==> src/spit_pkg.sv <==
// Shared types and codes for the segment pair intersection test.
package spit_pkg;

  typedef enum logic [1:0] {
    KIND_NONPARALLEL = 2'd0,
    KIND_PARALLEL    = 2'd1,
    KIND_COLLINEAR   = 2'd2,
    KIND_POINT       = 2'd3
  } kind_t;

  // Endpoint tests that only need raw coordinates, settled in the first stage.
  typedef struct packed {
    logic u_point;   // segment A collapses to a point
    logic v_point;   // segment B collapses to a point
    logic pts_equal; // start points coincide
    logic a_in_b;    // A start lies in the coordinate span of B
    logic b_in_a;    // B start lies in the coordinate span of A
  } pt_flags_t;

endpackage

==> src/spit_prep.sv <==
// Front-end logic: endpoint differences and point/span tests.
module spit_prep import spit_pkg::*; #(
  parameter int COORD_BITS = 16
) (
  input  logic signed [COORD_BITS-1:0] a_start_x,
  input  logic signed [COORD_BITS-1:0] a_start_y,
  input  logic signed [COORD_BITS-1:0] a_end_x,
  input  logic signed [COORD_BITS-1:0] a_end_y,
  input  logic signed [COORD_BITS-1:0] b_start_x,
  input  logic signed [COORD_BITS-1:0] b_start_y,
  input  logic signed [COORD_BITS-1:0] b_end_x,
  input  logic signed [COORD_BITS-1:0] b_end_y,
  output logic signed [COORD_BITS:0]   ux,
  output logic signed [COORD_BITS:0]   uy,
  output logic signed [COORD_BITS:0]   vx,
  output logic signed [COORD_BITS:0]   vy,
  output logic signed [COORD_BITS:0]   wx,
  output logic signed [COORD_BITS:0]   wy,
  output logic signed [COORD_BITS:0]   ex,
  output logic signed [COORD_BITS:0]   ey,
  output pt_flags_t                    flags
);

  localparam int DW = COORD_BITS + 1;

  logic signed [COORD_BITS-1:0] a_p, a_s0, a_s1;
  logic signed [COORD_BITS-1:0] b_p, b_s0, b_s1;

  assign ux = DW'(a_end_x) - DW'(a_start_x);
  assign uy = DW'(a_end_y) - DW'(a_start_y);
  assign vx = DW'(b_end_x) - DW'(b_start_x);
  assign vy = DW'(b_end_y) - DW'(b_start_y);
  assign wx = DW'(a_start_x) - DW'(b_start_x);
  assign wy = DW'(a_start_y) - DW'(b_start_y);
  // A end relative to B start, used for collinear overlap
  assign ex = DW'(a_end_x) - DW'(b_start_x);
  assign ey = DW'(a_end_y) - DW'(b_start_y);

  // span test runs on x unless the reference segment is vertical
  always_comb begin
    if (b_start_x != b_end_x) begin
      a_p = a_start_x; a_s0 = b_start_x; a_s1 = b_end_x;
    end else begin
      a_p = a_start_y; a_s0 = b_start_y; a_s1 = b_end_y;
    end
    if (a_start_x != a_end_x) begin
      b_p = b_start_x; b_s0 = a_start_x; b_s1 = a_end_x;
    end else begin
      b_p = b_start_y; b_s0 = a_start_y; b_s1 = a_end_y;
    end
  end

  always_comb begin
    flags.u_point   = (a_start_x == a_end_x) && (a_start_y == a_end_y);
    flags.v_point   = (b_start_x == b_end_x) && (b_start_y == b_end_y);
    flags.pts_equal = (a_start_x == b_start_x) && (a_start_y == b_start_y);
    flags.a_in_b    = ((a_s0 <= a_p) && (a_p <= a_s1)) || ((a_s1 <= a_p) && (a_p <= a_s0));
    flags.b_in_a    = ((b_s0 <= b_p) && (b_p <= b_s1)) || ((b_s1 <= b_p) && (b_p <= b_s0));
  end

endmodule

==> config.mk <==
export PLATFORM = sky130hd
export DESIGN_NAME = spit_prep
export DESIGN_NICKNAME = d
export VERILOG_FILES = /design/src/spit_pkg.sv /design/src/spit_prep.sv
export SDC_FILE = /design/constraint.sdc
export NUM_CORES = 1
export LEC_CHECK = 0
export BUFFER_PORTS_ARGS = -buffer_cell sky130_fd_sc_hd__buf_2
export CAP_MARGIN = 40
export CORE_ASPECT_RATIO = 0.8
export CORE_UTILIZATION = 55
export DETAILED_ROUTE_END_ITERATION = 16
export PLACE_DENSITY_LB_ADDON = 0.08
export SLEW_MARGIN = 15
export SYNTH_ARGS = -nofsm -noshare
export SYNTH_HDL_FRONTEND = slang
export SYNTH_SLANG_ARGS = --single-unit
export TNS_END_PERCENT = 20
==> constraint.sdc <==
create_clock -name vclk -period 5.2
set_input_delay 0.26 -clock vclk [all_inputs]
set_output_delay 0.26 -clock vclk [all_outputs]
set_load 0.01 [all_outputs]
* Word-level counts from Yosys, hierarchy flattened
Index checks and enable logic that the tools add are counted.
** Word-level totals
- Flip-flop bits (word level) :: 0
- Input port bits :: 128
- Output and inout bits :: 141
- Word-level logic and storage cells :: 39
** Operators by class
- Add/sub/neg operators :: 8
- Order comparisons :: 8
- Eq/ne operators :: 8
- Muxes and demuxes :: 6
- Reduce and logical (&&, ||, !) cells :: 9
** Operator list (count)
- 16-bit by 16-bit subtractor with 17-bit output :: 8
- 16-bit less-or-equal comparator :: 8
- 16-bit == test :: 6
- 16-bit 2-to-1 mux :: 6
- 16-bit != test :: 2
- 1-bit logical AND :: 7
- 1-bit logical OR :: 2

* Longest topological paths before layout
Gate-level depths: netlist of run 1.
- Depth after elaboration :: 5
- Depth in mapped cells :: 20
- Gate-level depth less buffers :: 17

* Least setup slack after synthesis of run 1
No wires, ideal clock.
- Kind :: in2out
- Start :: in a_start_x[9]
- End :: out flags[0] (netlist bit)
- Data arrival time :: 3.874 ns
- Data required time :: 4.940 ns
- Slack :: 1.066 ns
- Stages :: 17
- Path buffers :: 3
- Cell sequence :: inv_1 -> ha_1 -> clkbuf_1 -> nand4_1 -> nor4_2 -> clkbuf_1 -> buf_2 -> mux2_2 -> ha_1 -> a21o_1 -> a21o_1 -> a221o_1 -> a2bb2oi_1 -> o211ai_1 -> xnor2_1 -> xnor2_1 -> o211ai_1
** RTL lines
- start, declared :: line spit_prep.sv:5 : input logic signed [COORD_BITS-1:0] a_start_x,
- end, declared :: line spit_prep.sv:21 : output pt_flags_t flags

==> impl_results.md, run 1 <==
- Final Non-Filler Cells: 1741
- Critical Path RT: 4.94 ns
- Placer Congestion: 1.02
- Placed instance count: 1736
- GR peak layer: met2
- Comb pwr share: between 90% and 100%
- Mapped Nets: roughly 1600
- Antenna-violating nets left: 0
- Port-buffer cells: 269
- Met3 Use GR: 3.76%
- Minimum clock period: 4.65 ns
- Crit Path Class: input port to output port
- Initial Util: about 57%
- Placed Area: 10300 um^2
- Sw Ratio: between 50 and 60%
- DRT Pass-1 Iters: 5
- I/O pin count: ~270
- Via count: 10300
- Critical Path Start Type: input port
- DRC: 0
- Final Cycle Share: 89.4%
- WL per Instance: ~18 um
- Final net count: 1851
- Post-DP HPWL: 27700 um
- Distinct cell type count after synthesis: 62
- Status: finished clean
- GR Layer Usage met2: 57.2%
- Final instance area: between 10000 and 15000 um^2
- Leak: 5.57 nW
- Hold buffers post-CTS: 0
- Gr ovfl total: 0
- Most frequent cells in the layout: buf_2, ha_1, inv_1
- CP endpoint kind: output port
- Arrival @ worst endpoint: 4.39 ns
- Chip Height: around 110 um
- Seq. cell area: 0 um^2
- Register share of total power: 0%
- Footprint of the multi-input gates: 8050 um^2
- Least-Margin Pin Slew: ~0.76 ns
- DRT iter0 DRCs: 927
- Sequential-to-total area share from yosys stat: 0%
- Total negative slack: 0 ns
- Net switching power: 0.000822 W
- Met1 usage: approximately 55%
- Fin util: 67.8%
- Synth Instances: 1269
- Fill cells: around 1400
- Synth warnings: 0
- Layout cells sized above 1: 20.1%
- First-pass GRT wire length: 47600 um
- Mean number of vias per cell: approximately 5.9
- Int Power: 0.000601 W
- RSZ-0062 raised after global routing: no
- Post-Route WL: 31500 um
- Row count: 40
- # clk buffers: 0
- Most common cell after layout, fill and taps aside: buf_2
- Vias in the first global route: between 9000 and 10000
- Final hold slack: 0.998 ns
- Post-CTS repair timing setup buffer count: 0
- Clock power frac: 0%
- Fin. Hold Viols: 0
- Endpoints failing setup: 0
- Mean post-synth cell area: ~6.8 um^2
- Max Slew Vio Count: 0
- PostCTS Resize Cnt: 0
- Max-capacitance violation count: 0
- PD cells: 138 nW/um^2
- Seq_cells: 0
- Fmax: 215 MHz
- Area grow syn2layout: 19.0%
- VDD IR max: 0.0847 mV
- Initial antenna violation count: 3
- Worst-path fanout max: 10
- Die area: 16300 um^2
- Synthesized area: 8660 um^2
- Core Footprint: 15200 um^2
- Total global-route track usage: 37.5%
- Die X-Extent: 142 um
- HP Class: input port to output port
- Largest net degree at the start of global routing: 33
- Slew headroom: roughly half
final timing paths:
kind,slack (ns),depth (start not counted),startpoint,endpoint
worst max-delay path,0.55,17,a_start_x[13],flags[0]
worst min-delay path,1.0,5,b_end_x[15],vx[16]
area by class of cell:
class / count / share of cell area (%)
multi-input combinational: 1104 / 78.1
timing repair buffer: 282 / 14.1
inverter: 143 / 5.20
tap: 210 / 2.55
antenna: 2 / 0.0485
Yosys cell counts, drive strengths merged, types with 5 or more instances:
| master | count | area share, % |
|---|---|---|
| ha | 184 | 27 |
| inv | 143 | 6.2 |
| nor2 | 119 | 5.2 |
| nand2 | 107 | 4.6 |
| a21oi | 103 | 5.9 |
| xnor2 | 85 | 8.6 |
| o21ai | 69 | 4.0 |
| nor3 | 43 | 2.5 |
| nand3 | 35 | 2.0 |
| a21o | 34 | 2.9 |
| nand4 | 30 | 2.2 |
| nor2b | 25 | 1.8 |
| xor2 | 21 | 2.1 |
| o21a | 20 | 1.7 |
| mux2i | 18 | 2.1 |
| clkbuf | 16 | 0.69 |
| a211oi | 15 | 1.3 |
| a21boi | 15 | 1.3 |
| mux2 | 14 | 1.8 |
| nand2b | 14 | 1.0 |
| and3 | 13 | 0.94 |
| or3 | 13 | 0.94 |
| o211ai | 11 | 0.95 |
| o21bai | 11 | 0.95 |
| o31ai | 9 | 0.78 |
| or2 | 9 | 0.65 |
| a2111oi | 8 | 1.0 |
| a31oi | 8 | 0.58 |
| fa | 8 | 1.8 |
| and2 | 7 | 0.53 |
| and4 | 7 | 0.71 |
| buf | 6 | 0.30 |
| nand3b | 5 | 0.43 |
| nor4 | 5 | 0.43 |
per-stage QoR:
step                      total power [W]  setup slack (ns)
after floorplan                  0.000887              1.07
after global placement            0.00137             0.760
after detailed placement          0.00138             0.620
after CTS                         0.00139             0.609
after global routing              0.00155             0.242
final                             0.00142             0.552
layer usage:
metal | part of all wire, % | wire length, um
met3 | 9.3 | 2920
met1 | 46 | 14700
met5 | 0.073 | 23
met2 | 41 | 12900
met4 | 3.1 | 984
critical path: stages:
cell      delay [ns]
buf_2           0.11
inv_1           0.07
ha_1            0.36
nand4_1         0.27
nor4_4          0.69
buf_4           0.28
mux2_2          0.35
ha_1            0.33
nand4_1         0.18
nor2_1          0.21
nand3_1         0.14
a311o_1         0.32
o211ai_1        0.21
xnor2_1         0.16
xnor2_1         0.14
o211ai_1        0.13
buf_2           0.16
cells by family (layout without fill, tap and decap cells):
group	Yosys count	after routing	synth area share (%)
AND/OR/NAND/NOR	437	437	24.4
AO/OA/AOI/OAI	336	336	25.1
adder cells (fa/ha/maj)	192	192	28.4
buffers and inverters	165	425	7.19
XOR/XNOR	107	107	11.0
multiplexers	32	32	3.90
other	0	2	0
power groups by stage:
stage | sequential, W | clock [W] | combinational [W]
after global placement | 0 | 0 | 0.00137
after floorplan | 0 | 0 | 0.000887
after global routing | 0 | 0.0000000000257 | 0.00155
final | 0 | 0.0000000000514 | 0.00142
after CTS | 0 | 0 | 0.00139
after detailed placement | 0 | 0 | 0.00138
No activity file was read; power rests on OpenSTA's default activity.
==> inputs of run 2 (changes only) <==
- BUFFER_PORTS_ARGS: -buffer_cell sky130_fd_sc_hd__buf_2 -> -buffer_cell sky130_fd_sc_hd__buf_4
- CORE_MARGIN: not set -> 8
==> run 2 against run 1 <==
Compared with the run above: global-route usage down 5.1 points; sequential cell count unchanged; worst setup slack worse by 0.054 ns; wire length up 8.8%; critical endpoint unchanged; largest power group unchanged; sequential share of layout area unchanged.
==> impl_results.md, run 2 (synthesized netlist as in run 1, its figures left out) <==
- Layout cells sized above 1: 20.1%
- Arrival @ worst endpoint: approximately 4.4 ns
- Fmax: ~210 MHz
- Total negative slack: 0 ns
- Hold path depth: 4
- Endpoints failing setup: 0
- Largest net degree at the start of global routing: 54
- CP peak stage delay: 0.64 ns
- Initial Util: 55.6%
- Leak: 5.77 nW
- Seq. cell area: 0 um^2
- Port-buffer cells: 269
- Max Slew Vio Count: 0
- Hold buffers post-CTS: 0
- Critical Path RT: 4.94 ns
- Post-DP HPWL: 30300 um
- HP Class: input port to output port
- Chip Height: 128 um
- Core Footprint: 15600 um^2
- Worst-path fanout max: 17
- Fill cells: 1420
- DRC: 0
- Least-Margin Pin Slew: 0.773 ns
- Gr ovfl total: 0
- Antenna-violating nets left: 0
- Slowest cell on crit path: nor4_4
- Crit Path Class: input port to output port
- Fin. Hold Viols: 0
- Seq_cells: 0
- Final net count: 1848
- Total global-route track usage: 32.4%
- # clk buffers: 0
- Fin util: 70.3%
- Critical Path Start Type: input port
- Placed Area: 10900 um^2
- Vias in the first global route: 9829
- Die X-Extent: 156 um
- Via count: ~10000
- Slew headroom: 47.2%
- I/O pin count: about 270
- Max-capacitance violation count: 0
- Final instance area: 11000 um^2
- CP most frequent cell: buf_4
- First-pass GRT wire length: 52100 um
- PostCTS Resize Cnt: 0
- Post-CTS repair timing setup buffer count: 0
- Row count: 41
- Mean number of vias per cell: 5.95
- Minimum clock period: 4.70 ns
- HP Start: b_start_x[0]
- RSZ-0062 raised after global routing: no
- Hold endpoint: ex[0]
- VDD IR max: just under 0.1 mV
- Status: finished clean
- Most frequent cells in the layout: buf_4, ha_1, inv_1
- WL per Instance: 19.7 um
- Crit path cell chain: buf_4, inv_1, ha_1, nand4_1, nor4_4, buf_4, buf_4, o21bai_1, inv_1, ha_1, a21o_1, a21o_1, a221o_1, a2bb2oi_1, o211ai_1, xnor2_1, xnor2_1, o211ai_1, buf_4
- Placer Congestion: between 1 and 1.5
- DRT iter0 DRCs: 934
- # diodes: 0
- PD cells: 146 nW/um^2
- Initial antenna violation count: 0
- Area grow syn2layout: 26.5%
- DRT Pass-1 Iters: 5
- Post-Route WL: around 34000 um
- CP endpoint kind: output port
- Die area: 20100 um^2
- Final Cycle Share: 90.4%
- Most common cell after layout, fill and taps aside: buf_4
run 2: layout make-up:
cell class	instances	area [um^2]	share of cell area, %
multi-input combinational	1104	8050	73.4
tap	215	269	2.45
timing repair buffer	279	2100	19.2
inverter	143	537	4.90
run 2: worst max path at each step:
stage / cells past startpoint / end / from
after detailed placement: 19 / flags[0] / a_start_x[2]
after CTS: 19 / flags[0] / a_start_x[2]
after floorplan: 17 / flags[0] / a_start_x[9]
final: 19 / flags[0] / a_start_x[2]
after global placement: 19 / flags[0] / a_start_x[2]
after global routing: 19 / flags[0] / a_start_x[2]
run 2: worst max-delay path: cells and delay by family:
| family | cells | cell delay, ns |
|---|---|---|
| and+or+nand+nor | 2 | 0.94 |
| xor gates and xnor gates | 2 | 0.39 |
| AOI/OAI and AO/OA | 7 | 1.25 |
| buffers and inverters | 6 | 1.00 |
| adders and majority gates | 2 | 0.59 |
run 2: through the flow:
stage	total power [W]	setup slack, ns	hold slack [ns]	cells
after detailed placement	0.00156	0.667	0.955	1739
after global routing	0.00173	0.331	0.990	1741
after global placement	0.00155	0.758	0.963	1739
after floorplan	0.000887	1.07	0.668	1269
after CTS	0.00158	0.656	0.967	1739
final	0.00160	0.499	0.970	1741
run 2: power breakdown:
part | switching, W | internal, W
clock network | 0 | 0
registers | 0 | 0
logic | 0.000856 | 0.000744
run 2: metal layers:
metal	GRT usage [%]	vias to the layer above	part of all wire [%]
met1	42.9	4673	44
met3	7.08	73	10
met4	10.0	0	3.3
met5	0	-	0
met2	51.1	532	42
li1	-	5076	-
==> inputs of run 3 (changes only) <==
==> constraint.sdc (replaced) <==
create_clock -name vclk -period 5.2
set_input_delay 0.78 -clock vclk [all_inputs]
set_output_delay 0.78 -clock vclk [all_outputs]
set_load 0.01 [all_outputs]
==> run 3 against run 2 <==
Compared with the run above: the run now ends with negative setup slack left; cell area increased by 8.5%; worst setup slack worse by 0.52 ns; sequential share of layout area unchanged; die area did not move; total power up 5.2%; first-iteration DRC count is 21% higher; clock-buffer cell count stayed put; non-clock buffer count rose by 72; maximum frequency shrank 9.9%; via count is 4.2% higher; sequential cell count stayed put; critical path type unchanged; largest power group unchanged.
==> impl_results.md, run 3 (synthesized netlist as in run 1, its figures left out) <==
- # clk buffers: 0
- Seq_cells: 0
- Total global-route track usage: approximately 33%
- Comb pwr share: 100.0%
- Critical Path RT: about 4.4 ns
- WL per Instance: 19.9 um
- Final hold slack: 1.95 ns
- Post-DP HPWL: 30500 um
- Core Footprint: 15600 um^2
- Die X-Extent: approximately 160 um
- Slew headroom: about two fifths
- Layout cells sized above 1: 27.0%
- Max-capacitance violation count: 0
- Seq. cell area: 0 um^2
- DRT iter0 DRCs: 1126
- Hold buffers post-CTS: 0
- Fmax: 192 MHz
- I/O pin count: 269
- Net switching power: 0.000885 W
- HP Class: input port to output port
- Final Cycle Share: 100%
- Register share of total power: 0%
- Post-Route WL: ~36000 um
- Gr ovfl total: 0
- PD cells: 141 nW/um^2
- Minimum clock period: 5.22 ns
- Worst-path fanout max: 7
- Status: complete, but fails checks
- Endpoints failing setup: 1
- Final setup margin: -0.0182 ns
- Fin. Hold Viols: 0
- Int Power: 0.000798 W
- Port-buffer cells: 269
- Most common cell after layout, fill and taps aside: buf_4
- Least-Margin Pin Slew: approximately 0.85 ns
- DRT Pass-1 Iters: 5
- Area grow syn2layout: 37.3%
- Row count: 41
- Crit Path Class: input port to output port
- Chip Height: between 100 and 150 um
- Antenna-violating nets left: 0
- Final Non-Filler Cells: 1817
- Leak: 6.15 nW
- Initial Util: 55.6%
- Initial antenna violation count: 0
- Clock power frac: 0%
- DRC: 0
- First-pass GRT wire length: 52500 um
- Failing checks: negative setup slack
- Vias in the first global route: around 10000
- VDD IR max: 0.102 mV
- RSZ-0062 raised after global routing: yes
- CP endpoint kind: output port
- Largest net degree at the start of global routing: 25
- Arrival @ worst endpoint: approximately 4.4 ns
- Die area: around 20000 um^2
- Final net count: 1923
- Placer Congestion: 1.02
- Mean number of vias per cell: 5.94
- Placed instance count: 1795
- Sw Ratio: 52.6%
- Fin util: 76.3%
- Most frequent cells in the layout: buf_4, ha_1, inv_1
- Max Slew Vio Count: 0
- Via count: 10800
- Critical Path Start Type: input port
==> run 3: cell count changes in the layout (fill, tap and decap cells not counted), moves of 10 or more <==
| cell | previous run | this run |
|---|---|---|
| buf_4 | 277 | 345 |
| ha_1 | 184 | 166 |
| ha_4 | 0 | 18 |
| inv_1 | 143 | 133 |
| inv_2 | 0 | 10 |
==> run 3: area by class of cell <==
type	instances	area [um^2]
antenna	1	2.50
fill	1323	3700
inverter	143	537
multi-input combinational	1107	8410
tap	215	269
timing repair buffer	351	2680
==> run 3: worst max-delay path, cell delays in order <==
cell	delay, ns
buf_4	0.12
inv_1	0.07
ha_4	0.31
nand4_1	0.16
or4_4	0.57
buf_12	0.16
nor2_1	0.12
o21bai_2	0.16
inv_2	0.07
ha_4	0.26
nand4_1	0.19
nor2_2	0.22
nand3_1	0.10
a311o_1	0.34
o211ai_1	0.19
xnor2_1	0.16
xnor2_1	0.14
o211ai_1	0.15
buf_4	0.18
==> run 3: per-layer routing <==
metal | GRT usage [%] | wire, um | vias up
li1 | - | - | 5243
met1 | 43.7 | 15300 | 4792
met2 | 50.6 | 15600 | 663
met3 | 6.70 | 3980 | 91
met4 | 10.8 | 1320 | 0
met5 | 0 | 0 | -
==> run 3: path summary, 6_finish.rpt <==
| kind | start | endpoint | slack, ns | depth (start not counted) |
|---|---|---|---|---|
| max | a_start_x[8] | flags[0] | -0.02 | 19 |
| min | a_start_x[0] | ux[0] | 1.95 | 4 |
==> run 3: through the flow <==
step                instance area, um^2  total power (W)  worst slack (ns)  setup TNS [ns]
floorplan                          8660         0.000887            0.0264               0
global placement                  11400          0.00158           0.00599               0
detailed placement                11400          0.00160            -0.103          -0.175
CTS                               11400          0.00161          -0.00158        -0.00158
global route                      11900          0.00181            -0.153          -0.225
finish                            11900          0.00168           -0.0182         -0.0182
==> run 3: what timing repair did <==
item,in CTS,in global routing
pin swaps,5,24
buffers inserted,3,15
endpoints found under the setup margin,2,2
gates resized for setup,6,71
cloned,1,3
==> run 3: power by group through the flow <==
stage / clock network, W / registers (W) / logic [W]
2_1_floorplan: 0 / 0 / 0.000887
3_3_place_gp: 0 / 0 / 0.00158
3_5_place_dp: 0 / 0 / 0.00160
4_1_cts: 0 / 0 / 0.00161
5_1_grt: 0 / 0 / 0.00181
6_report: 0.00000000000000536 / 0 / 0.00168
